===== config.mk =====
export PLATFORM = sky130hd
export DESIGN_NAME = typed_rotate_add_checksum_top_flat
export DESIGN_NICKNAME = d
export VERILOG_FILES = /design/src/hw/rtl/trac_pkg.sv /design/src/hw/rtl/trac_if.sv /design/src/hw/rtl/trac_update.sv /design/src/hw/rtl/typed_rotate_add_checksum_top.sv /design/src/flat_wrapper.sv
export SDC_FILE = /design/constraint.sdc
export NUM_CORES = 1
export LEC_CHECK = 0
export ABC_AREA = 1
export ABC_CLOCK_PERIOD_IN_PS = 5500
export CAP_MARGIN = 5
export CORE_UTILIZATION = 56
export CTS_CLUSTER_SIZE = 20
export DETAILED_ROUTE_END_ITERATION = 8
export DONT_BUFFER_PORTS = 1
export PLACE_DENSITY = 0.79
export SLEW_MARGIN = 20
export SYNTH_ARGS = -nofsm -noshare
export SYNTH_HDL_FRONTEND = slang
export SYNTH_SLANG_ARGS = --single-unit

===== constraint.sdc =====
create_clock -name clk -period 5.5 [get_ports clk]
set_clock_uncertainty 0.15 [all_clocks]
set_input_delay 1.1 -clock clk [delete_from_list [all_inputs] [get_ports clk]]
set_output_delay 1.1 -clock clk [all_outputs]
set_load 0.005 [all_outputs]

===== src/hw/rtl/trac_pkg.sv =====
// Package for the typed rotate-add checksum block.
// Holds the field kind codes, the per-kind constants and the shared structs.
// No dependencies; the interfaces, the update logic, the top level and the testbench use it.
`default_nettype none

package trac_pkg;

  // Field types and commands carried in the kind field.
  typedef enum logic [3:0] {
    KIND_INT8      = 4'd0,
    KIND_INT16     = 4'd1,
    KIND_INT24     = 4'd2,
    KIND_BOOL      = 4'd3,
    KIND_INT32     = 4'd4,
    KIND_VINT      = 4'd5,
    KIND_LONG      = 4'd6,
    KIND_VLONG     = 4'd7,
    KIND_BYTES     = 4'd8,
    KIND_STRING    = 4'd9,
    KIND_STRREF    = 4'd10,
    KIND_SETENABLE = 4'd11,
    KIND_RESET     = 4'd12,
    KIND_READ      = 4'd13
  } kind_t;

  localparam int unsigned KindWidth = 4;
  localparam int unsigned SumWidth  = 32;

  // Per-kind additive constants.
  localparam logic [31:0] ADD_INT8       = 32'd11;
  localparam logic [31:0] ADD_INT16      = 32'd19;
  localparam logic [31:0] ADD_INT24      = 32'd21;
  localparam logic [31:0] ADD_BOOL_TRUE  = 32'd13;
  localparam logic [31:0] ADD_BOOL_FALSE = 32'd7;
  localparam logic [31:0] ADD_INT32      = 32'd9;
  localparam logic [31:0] ADD_VINT       = 32'd33;
  localparam logic [31:0] ADD_LONG_HI    = 32'd67;
  localparam logic [31:0] ADD_LONG_LO    = 32'd91;
  localparam logic [31:0] ADD_VLONG_HI   = 32'd65;
  localparam logic [31:0] ADD_VLONG_LO   = 32'd88;
  localparam logic [31:0] ADD_BYTES_NULL = 32'd37;
  localparam logic [31:0] ADD_BYTES_LEN  = 32'd38;
  localparam logic [31:0] ADD_STR_NULL   = 32'd27;
  localparam logic [31:0] ADD_STR_LEN    = 32'd28;

  // Signed range check: value plus bias must stay below the limit.
  localparam logic [31:0] BIAS_INT8   = 32'h0000_0080;
  localparam logic [31:0] LIMIT_INT8  = 32'h0000_0100;
  localparam logic [31:0] BIAS_INT16  = 32'h0000_8000;
  localparam logic [31:0] LIMIT_INT16 = 32'h0001_0000;
  localparam logic [31:0] BIAS_INT24  = 32'h0080_0000;
  localparam logic [31:0] LIMIT_INT24 = 32'h0100_0000;

  // One input request.
  typedef struct packed {
    logic [KindWidth-1:0] kind;
    logic [31:0]          value_low;
    logic [31:0]          value_high;
    logic                 flag;
    logic                 check_range;
  } item_t;

  // One result.
  typedef struct packed {
    logic [SumWidth-1:0] checksum_out;
    logic                enabled;
    logic                range_error;
  } result_t;

  // Checksum state.
  typedef struct packed {
    logic [SumWidth-1:0] running_sum;
    logic [SumWidth-1:0] saved_sum;
    logic                enable_flag;
  } sum_state_t;

endpackage

`default_nettype wire


===== src/hw/rtl/trac_if.sv =====
// Valid/ready channel interfaces for the checksum block's input and result.
// Depends on trac_pkg for the field widths.
`default_nettype none

interface trac_item_if;
  logic                           valid;
  logic                           ready;
  logic [trac_pkg::KindWidth-1:0] kind;
  logic [31:0]                    value_low;
  logic [31:0]                    value_high;
  logic                           flag;
  logic                           check_range;

  modport source (output valid, kind, value_low, value_high, flag, check_range,
                  input ready);
  modport sink (input valid, kind, value_low, value_high, flag, check_range,
                output ready);
endinterface

interface trac_result_if;
  logic                          valid;
  logic                          ready;
  logic [trac_pkg::SumWidth-1:0] checksum_out;
  logic                          enabled;
  logic                          range_error;

  modport source (output valid, checksum_out, enabled, range_error, input ready);
  modport sink (input valid, checksum_out, enabled, range_error, output ready);
endinterface

`default_nettype wire


===== src/hw/rtl/trac_update.sv =====
// Combinational update of the checksum state for one request.
// Depends on trac_pkg for kinds, constants and structs.
`default_nettype none

module trac_update (
  input  trac_pkg::item_t      item,
  input  trac_pkg::sum_state_t state,
  output trac_pkg::sum_state_t state_next,
  output trac_pkg::result_t    res
);

  logic [31:0] rot;
  logic [31:0] long_mid;
  logic [31:0] vlong_mid;
  logic [31:0] biased8;
  logic [31:0] biased16;
  logic [31:0] biased24;
  logic        err;

  // Rotated checksum and the first round of the two 64-bit kinds.
  assign rot       = {state.running_sum[30:0], state.running_sum[31]};
  assign long_mid  = rot + item.value_high + trac_pkg::ADD_LONG_HI;
  assign vlong_mid = rot + item.value_high + trac_pkg::ADD_VLONG_HI;

  // Biased values for the signed range checks.
  assign biased8  = item.value_low + trac_pkg::BIAS_INT8;
  assign biased16 = item.value_low + trac_pkg::BIAS_INT16;
  assign biased24 = item.value_low + trac_pkg::BIAS_INT24;

  // Per-kind state update.
  always_comb begin
    state_next = state;
    err        = 1'b0;
    case (item.kind)
      trac_pkg::KIND_INT8: begin
        err = item.check_range && (biased8 >= trac_pkg::LIMIT_INT8);
        state_next.running_sum = rot + {24'd0, item.value_low[7:0]} + trac_pkg::ADD_INT8;
      end
      trac_pkg::KIND_INT16: begin
        err = item.check_range && (biased16 >= trac_pkg::LIMIT_INT16);
        state_next.running_sum = rot + {16'd0, item.value_low[15:0]} + trac_pkg::ADD_INT16;
      end
      trac_pkg::KIND_INT24: begin
        err = item.check_range && (biased24 >= trac_pkg::LIMIT_INT24);
        state_next.running_sum = rot + {8'd0, item.value_low[23:0]} + trac_pkg::ADD_INT24;
      end
      trac_pkg::KIND_BOOL: begin
        state_next.running_sum = rot + (item.flag ? trac_pkg::ADD_BOOL_TRUE
                                                  : trac_pkg::ADD_BOOL_FALSE);
      end
      trac_pkg::KIND_INT32: begin
        state_next.running_sum = rot + item.value_low + trac_pkg::ADD_INT32;
      end
      trac_pkg::KIND_VINT: begin
        state_next.running_sum = rot + item.value_low + trac_pkg::ADD_VINT;
      end
      trac_pkg::KIND_LONG: begin
        state_next.running_sum = {long_mid[30:0], long_mid[31]} + item.value_low
                                 + trac_pkg::ADD_LONG_LO;
      end
      trac_pkg::KIND_VLONG: begin
        state_next.running_sum = {vlong_mid[30:0], vlong_mid[31]} + item.value_low
                                 + trac_pkg::ADD_VLONG_LO;
      end
      trac_pkg::KIND_BYTES: begin
        state_next.running_sum = rot + (item.flag
            ? item.value_low + trac_pkg::ADD_BYTES_LEN : trac_pkg::ADD_BYTES_NULL);
      end
      trac_pkg::KIND_STRING: begin
        state_next.running_sum = rot + (item.flag
            ? item.value_low + trac_pkg::ADD_STR_LEN : trac_pkg::ADD_STR_NULL);
      end
      trac_pkg::KIND_STRREF: begin
        state_next.running_sum = rot + item.value_low + trac_pkg::ADD_STR_LEN;
      end
      trac_pkg::KIND_SETENABLE: begin
        // Disabling saves the sum; enabling restores it.
        if (state.enable_flag && !item.flag) begin
          state_next.saved_sum = state.running_sum;
        end else if (!state.enable_flag && item.flag) begin
          state_next.running_sum = state.saved_sum;
        end
        state_next.enable_flag = item.flag;
      end
      trac_pkg::KIND_RESET: begin
        state_next.running_sum = '0;
      end
      trac_pkg::KIND_READ: begin
        if (!state.enable_flag) begin
          state_next.running_sum = state.saved_sum;
        end
      end
      default: begin
        state_next = state;
      end
    endcase
  end

  // Effective checksum after the update.
  assign res.checksum_out = state_next.enable_flag ? state_next.running_sum
                                                   : state_next.saved_sum;
  assign res.enabled      = state_next.enable_flag;
  assign res.range_error  = err;

endmodule

`default_nettype wire


===== src/hw/rtl/typed_rotate_add_checksum_top.sv =====
// A request accepted into the input register moves on into the result register.
// One request per cycle while the result channel keeps up; the state loop has one register.
// The input register holds a new request while a finished result waits downstream.
// Reset (rst, synchronous, active high): checksum and saved value cleared,
// accumulation enabled, both pipeline registers emptied.
// Depends on trac_pkg, trac_if and trac_update.
`default_nettype none

module typed_rotate_add_checksum_top (
  input  wire logic          clk,
  input  wire logic          rst,
  trac_item_if.sink          item,
  trac_result_if.source      result
);

  trac_pkg::item_t      in_data;
  logic                 in_valid;
  trac_pkg::sum_state_t state;
  trac_pkg::sum_state_t state_next;
  trac_pkg::result_t    res_next;
  trac_pkg::result_t    out_data;
  logic                 out_valid;
  logic                 advance;

  // The stored request moves on when the result register is free or draining.
  assign advance    = in_valid && (!out_valid || result.ready);
  assign item.ready = !in_valid || advance;

  // Input register.
  always_ff @(posedge clk) begin
    if (rst) begin
      in_valid <= 1'b0;
    end else if (item.ready) begin
      in_valid <= item.valid;
    end
  end

  always_ff @(posedge clk) begin
    if (item.ready && item.valid) begin
      in_data.kind        <= item.kind;
      in_data.value_low   <= item.value_low;
      in_data.value_high  <= item.value_high;
      in_data.flag        <= item.flag;
      in_data.check_range <= item.check_range;
    end
  end

  trac_update u_update (
    .item       (in_data),
    .state      (state),
    .state_next (state_next),
    .res        (res_next)
  );

  // Checksum state, written once per request.
  always_ff @(posedge clk) begin
    if (rst) begin
      state.running_sum <= '0;
      state.saved_sum   <= '0;
      state.enable_flag <= 1'b1;
    end else if (advance) begin
      state <= state_next;
    end
  end

  // Result register.
  always_ff @(posedge clk) begin
    if (rst) begin
      out_valid <= 1'b0;
    end else if (advance) begin
      out_valid <= 1'b1;
    end else if (result.ready) begin
      out_valid <= 1'b0;
    end
  end

  always_ff @(posedge clk) begin
    if (advance) begin
      out_data <= res_next;
    end
  end

  assign result.valid        = out_valid;
  assign result.checksum_out = out_data.checksum_out;
  assign result.enabled      = out_data.enabled;
  assign result.range_error  = out_data.range_error;

endmodule

`default_nettype wire


===== src/flat_wrapper.sv =====
// flat-port wrapper written by rule: the top's interface ports become plain ports
module typed_rotate_add_checksum_top_flat 
  (clk, rst, item_valid, item_kind, item_value_low, item_value_high, item_flag, item_check_range, item_ready, result_valid, result_checksum_out, result_enabled, result_range_error, result_ready);
  trac_item_if item_i ();
  trac_result_if result_i ();
  input  wire logic clk;
  input  wire logic rst;
  input wire logic [$bits(item_i.valid)-1:0] item_valid;
  input wire logic [$bits(item_i.kind)-1:0] item_kind;
  input wire logic [$bits(item_i.value_low)-1:0] item_value_low;
  input wire logic [$bits(item_i.value_high)-1:0] item_value_high;
  input wire logic [$bits(item_i.flag)-1:0] item_flag;
  input wire logic [$bits(item_i.check_range)-1:0] item_check_range;
  output wire logic [$bits(item_i.ready)-1:0] item_ready;
  output wire logic [$bits(result_i.valid)-1:0] result_valid;
  output wire logic [$bits(result_i.checksum_out)-1:0] result_checksum_out;
  output wire logic [$bits(result_i.enabled)-1:0] result_enabled;
  output wire logic [$bits(result_i.range_error)-1:0] result_range_error;
  input wire logic [$bits(result_i.ready)-1:0] result_ready;
  assign item_i.valid = item_valid;
  assign item_i.kind = item_kind;
  assign item_i.value_low = item_value_low;
  assign item_i.value_high = item_value_high;
  assign item_i.flag = item_flag;
  assign item_i.check_range = item_check_range;
  assign item_ready = item_i.ready;
  assign result_valid = result_i.valid;
  assign result_checksum_out = result_i.checksum_out;
  assign result_enabled = result_i.enabled;
  assign result_range_error = result_i.range_error;
  assign result_i.ready = result_ready;
  typed_rotate_add_checksum_top u_core (.clk(clk), .rst(rst), .item(item_i), .result(result_i));
endmodule

==> results of run 1 <==
==> cell families after synthesis <==
group                      after synthesis
adders and majority gates              302
AOI/OAI and AO/OA                     1088
xor gates and xnor gates               134
buffers and inverters                  809
DFF                                    171
and+or+nand+nor                       2152
==> what timing repair did <==
action                                  in CTS
gates resized for setup                    345
endpoints found under the setup margin      56
pin swaps                                   82
buffers inserted                            44
==> cells in the mapped netlist, types with 22 or more instances <==
| cell type | n |
|---|---|
| edfxtp_1 | 104 |
| nand3_1 | 309 |
| or2_2 | 22 |
| o21ai_0 | 401 |
| nor2_1 | 505 |
| nand2_1 | 1048 |
| dfxtp_1 | 67 |
| o21bai_1 | 24 |
| clkbuf_1 | 90 |
| o21ai_1 | 44 |
| xor2_1 | 113 |
| fa_1 | 29 |
| nand4_1 | 88 |
| a21oi_1 | 442 |
| inv_1 | 689 |
| o211ai_1 | 22 |
| nor3_1 | 82 |
| ha_1 | 273 |
==> per-stage QoR <==
stage / hold WS (ns) / TNS, ns / setup slack, ns
3_5_place_dp: 0.380 / -32.32 / -1.02
3_3_place_gp: 0.382 / -27.24 / -0.976
4_1_cts: 0.393 / -1.02 / -0.160
2_1_floorplan: 0.345 / 0 / 0.261
==> routing by layer <==
layer,overflow,GRT usage
met5,0,0.316
met1,0,0.804
met4,41,0.672
met3,1,0.623
met2,61,0.888
==> flow_summary.yaml, run 1 <==
synth:
  synth_mux_area_frac: 0
  ys_seq_area_frac: 0.160
  synth.area.top_cells: "nand2_1, ha_1, edfxtp_1, inv_1, a21oi_1"
  postSynthCellCount: 4656
  synth_top_cell_by_area: "nand2_1"
  synth_simple_gate_area_frac: 0.330
  syn_avg_cell_area_um2: 5.99
  synth-seq-cells: 171
  async_flop_share: 0
  ys_types: 59
  synth_top_family_by_area: "simple AND/OR/NAND/NOR gates"
  synthXorXnorAreaFrac: 0.0432
  synth_compound_area_frac: 0.214
  syn_area_mm2: 0.0279
  synth_top_area_frac: 0.141
  yosys_most_used_dff: "edfxtp_1"
  yosysWarnings: 0
  synthAdderAreaFrac: 0.143
  syn-num-nets: 5032
  synth-edff-count: 104
clock_tree:
  clockRootBuffer: "clkbuf_16"
  hold_buffers: 0
  cts.sinks: 171
  cts_buffer_depth: 2
  h-tree-depth: 4
  cts_buffers: 17
die:
  fp.dieH_um: 225
  io_pins: 110
  rows: 81
  start_util: 0.568
  fp.dieW_um: 225
global_routing:
  grt_overflow_total: 103
  grt_max_degree: 71
  grtUsageTotal: 0.758
  grt_pass1_vias: 40908
  grt_pass1_wl_um: 281000
placed_design:
  gp_congestion: 1.17
  place_area_mm2: 0.0333
  port-buffer-count: 0
  dp_cells: 5876
  hpwlAfterDp_um: 124000
status:
  first-error: "[ERROR GRT-0116] Global routing finished with congestion. Check the congestion regions in the DRC Viewer."
  outcome: "aborted with a tool error"
  stop_stage: "global routing"
==> run 2, diff against run 1 <==
--- a/config.mk
+++ b/config.mk
@@ -6,13 +6,12 @@
 export NUM_CORES = 1
 export LEC_CHECK = 0
 export ABC_AREA = 1
-export ABC_CLOCK_PERIOD_IN_PS = 5500
+export ABC_CLOCK_PERIOD_IN_PS = 7200
 export CAP_MARGIN = 5
-export CORE_UTILIZATION = 56
-export CTS_CLUSTER_SIZE = 20
+export CORE_UTILIZATION = 40
 export DETAILED_ROUTE_END_ITERATION = 8
 export DONT_BUFFER_PORTS = 1
-export PLACE_DENSITY = 0.79
+export PLACE_DENSITY_LB_ADDON = 0.15
 export SLEW_MARGIN = 20
 export SYNTH_ARGS = -nofsm -noshare
 export SYNTH_HDL_FRONTEND = slang
==> constraint.sdc (replaced) <==
create_clock -name clk -period 7.2 [get_ports clk]
set_clock_uncertainty 0.15 [all_clocks]
set_input_delay 1.44 -clock clk [delete_from_list [all_inputs] [get_ports clk]]
set_output_delay 1.44 -clock clk [all_outputs]
set_load 0.005 [all_outputs]
==> run 2 against run 1 <==
Against the previous run:
- the run now ends clean
- synthesized area unchanged
- synthesized cell count unchanged
==> flow_summary.yaml, run 2 <==
finish:
  regArea_mm2: 0.00446
  layoutNonFillerInstCount: 5668
  nFillCells: 7643
  largest_register_ffs: 70
  nNetsFinal: 5094
  area_growth_pct: 9.01
  multi_input_area_mm2: 0.0204
  mostFrequentLayoutCell: "nand2_1"
  regMostFlops: "u_core.in_data"
  layout_common_cells: "nand2_1, inv_1, nor2_1"
  drive_above_1_share: 0.0571
synth:
  async_flop_share: 0
  synth.area.top_cells: "nand2_1, ha_1, edfxtp_1, inv_1, a21oi_1"
  ys_types: 59
  synth_top_cell_by_area: "nand2_1"
  synth_top_area_frac: 0.141
  ys_seq_area_frac: 0.160
  synth-edff-count: 104
  yosysWarnings: 0
  syn_area_mm2: 0.0279
  synth-seq-cells: 171
  postSynthCellCount: 4656
  synthTopCellsByCount: "nand2_1, inv_1, nor2_1, a21oi_1, o21ai_0"
  syn-num-nets: 5032
  synthMostInstantiatedCell: "nand2_1"
  yosys_most_used_dff: "edfxtp_1"
  syn_avg_cell_area_um2: 5.99
sta:
  drv_slew: 0
  finalCritPeriodShare: 0.987
  tightest_slew_ns: 1.16
  relSlewSlack: 0.216
  finalSetupViolations: 0
  timing.final.ws_setup_ns: 0.0941
  post-route-min-period_ns: 7.11
  fmax_mhz: 141
  hold_violations: 0
clock_tree:
  cts.sinks: 171
  clockRootBuffer: "clkbuf_16"
  h-tree-depth: 4
  clock_latency_ns: 0.54
  cts_buffers: 17
  tritoncts: "yes"
  cts_buffer_depth: 2
  post_cts_buffers: 0
  clk_pin_slew_ns: 0.10
route:
  firstDrtPassIters: 6
  post_drt_via_cell_ratio: 6.04
  detail_route.wirelength_um: 163000
  drc: 0
  ant_nets: 0
  drt_iter0_drc: 4983
  vias: 34207
  wire_per_inst_um: 28.8
global_routing:
  grtUsageTotal: 0.454
  grt_max_degree: 68
  grt_overflow_total: 0
  grt_pass1_vias: 30204
  grt_antenna_before_repair: 13
  grt_pass1_wl_um: 226000
worst_setup_path:
  worst_ep_required_time_ns: 7.32
  arrival_ns: 7.22
  cp_slowest_stage_delay_ns: 0.42
  start_kind: "flop"
  cp_slowest_cell: "dfxtp_1"
  endpoint_kind: "flop"
  crit_fanout: 6
  path_class: "flop to flop"
die:
  start_util: 0.405
  io_pins: 110
  core_area_mm2: 0.0688
  fp.dieH_um: 266
  dieArea_mm2: 0.0708
  fp.dieW_um: 266
  rows: 96
pwr:
  power.density_mw_per_mm2: 198
  max-vdd-ir-drop_mv: 0.127
  p_leak_nw: 14.3
  total_power_mw: 6.02
job:
  cap_viol_max_count: 0
placed_design:
  gp_congestion: 1.14
  dp_cells: 5630
  port-buffer-count: 0
  hpwlAfterDp_um: 136000
  dp_slack_ns: 0.0180
status:
  outcome: "finished clean"
worst_hold_path:
  min_path_type: "flop to flop"
==> run 2: cell counts after synthesis <==
No cell type changed its count.
==> run 2: cells by family (layout without fill, tap and decap cells) <==
logic type      after synthesis  after routing  share of synthesized area
other cells                   0              6                          0
compound gates             1088           1088                      0.214
fa+ha+maj                   302            302                      0.143
xor+xnor                    134            134                     0.0432
buf+inv                     809            884                      0.109
simple gates               2152           2152                      0.330
flops                       171            171                      0.160
==> run 2: worst max-delay path: cells and delay by family, from the launching register on <==
kind	cells	cell delay, ns
XOR/XNOR	1	0.19
adder cells (fa/ha/maj)	4	1.23
buffers and inverters	4	0.39
AO/OA/AOI/OAI	5	0.92
flip-flops	1	0.42
AND/OR/NAND/NOR	20	3.53
==> run 2: metrics by stage <==
| stage | area, µm² | hold slack (ns) | utilization | TNS (ns) |
|---|---|---|---|---|
| after global routing | 30400 | 0.434 | 0.441 | -0.0337 |
| after global placement | 29800 | 0.372 | 0.433 | 0 |
| after detailed placement | 29800 | 0.381 | 0.433 | 0 |
| final | 30400 | 0.391 | 0.442 | 0 |
| after floorplan | 27900 | 0.345 | - | 0 |
| after CTS | 30400 | 0.392 | 0.441 | 0 |
==> run 2: where the power goes <==
group / switching [mW] / internal (mW)
Clock: 0.595 / 0.463
Sequential: 0.0941 / 1.12
Combinational: 2.68 / 1.06
==> run 2: area by class of cell <==
class / count / share of cell area
antenna: 6 / 0.000494
clock buffer: 17 / 0.0140
clock inverter: 15 / 0.00506
inverter: 708 / 0.0875
multi-input combinational: 3676 / 0.672
sequential: 171 / 0.147
tap: 931 / 0.0383
timing repair buffer: 144 / 0.0360
==> run 2: per-layer routing <==
metal  up-vias  part of all wire  track usage
met3       432              0.13        0.149
met1     15872              0.41        0.607
met2      2184              0.38        0.624
li1      15707                 -            -
met4        12             0.072        0.278
met5         -           0.00050            0
==> run 2: path summary, 6_finish.rpt <==
check / start / endpoint / slack [ns] / cells past startpoint
hold reg to reg: u_core.result.valid$_SDFFE_PP0P_ / u_core.result.valid$_SDFFE_PP0P_ / 0.39 / 2
setup reg to reg: u_core.state[40]$_SDFFE_PP0P_ / u_core.result.checksum_out[25]$_DFFE_PP_ / 0.09 / 34
setup / recovery: u_core.state[40]$_SDFFE_PP0P_ / u_core.result.checksum_out[25]$_DFFE_PP_ / 0.09 / 34
hold / removal: u_core.result.valid$_SDFFE_PP0P_ / u_core.result.valid$_SDFFE_PP0P_ / 0.39 / 2
==> run 2: repair_timing <==
| action | CTS | global route |
|---|---|---|
| gates resized for setup | 1 | 6 |
| hold buffers | 0 | 0 |
| hold endpoints to repair | 0 | 0 |
| endpoints found under the setup margin | 1 | 21 |
Note: power is estimated with default switching activity, not from simulation.
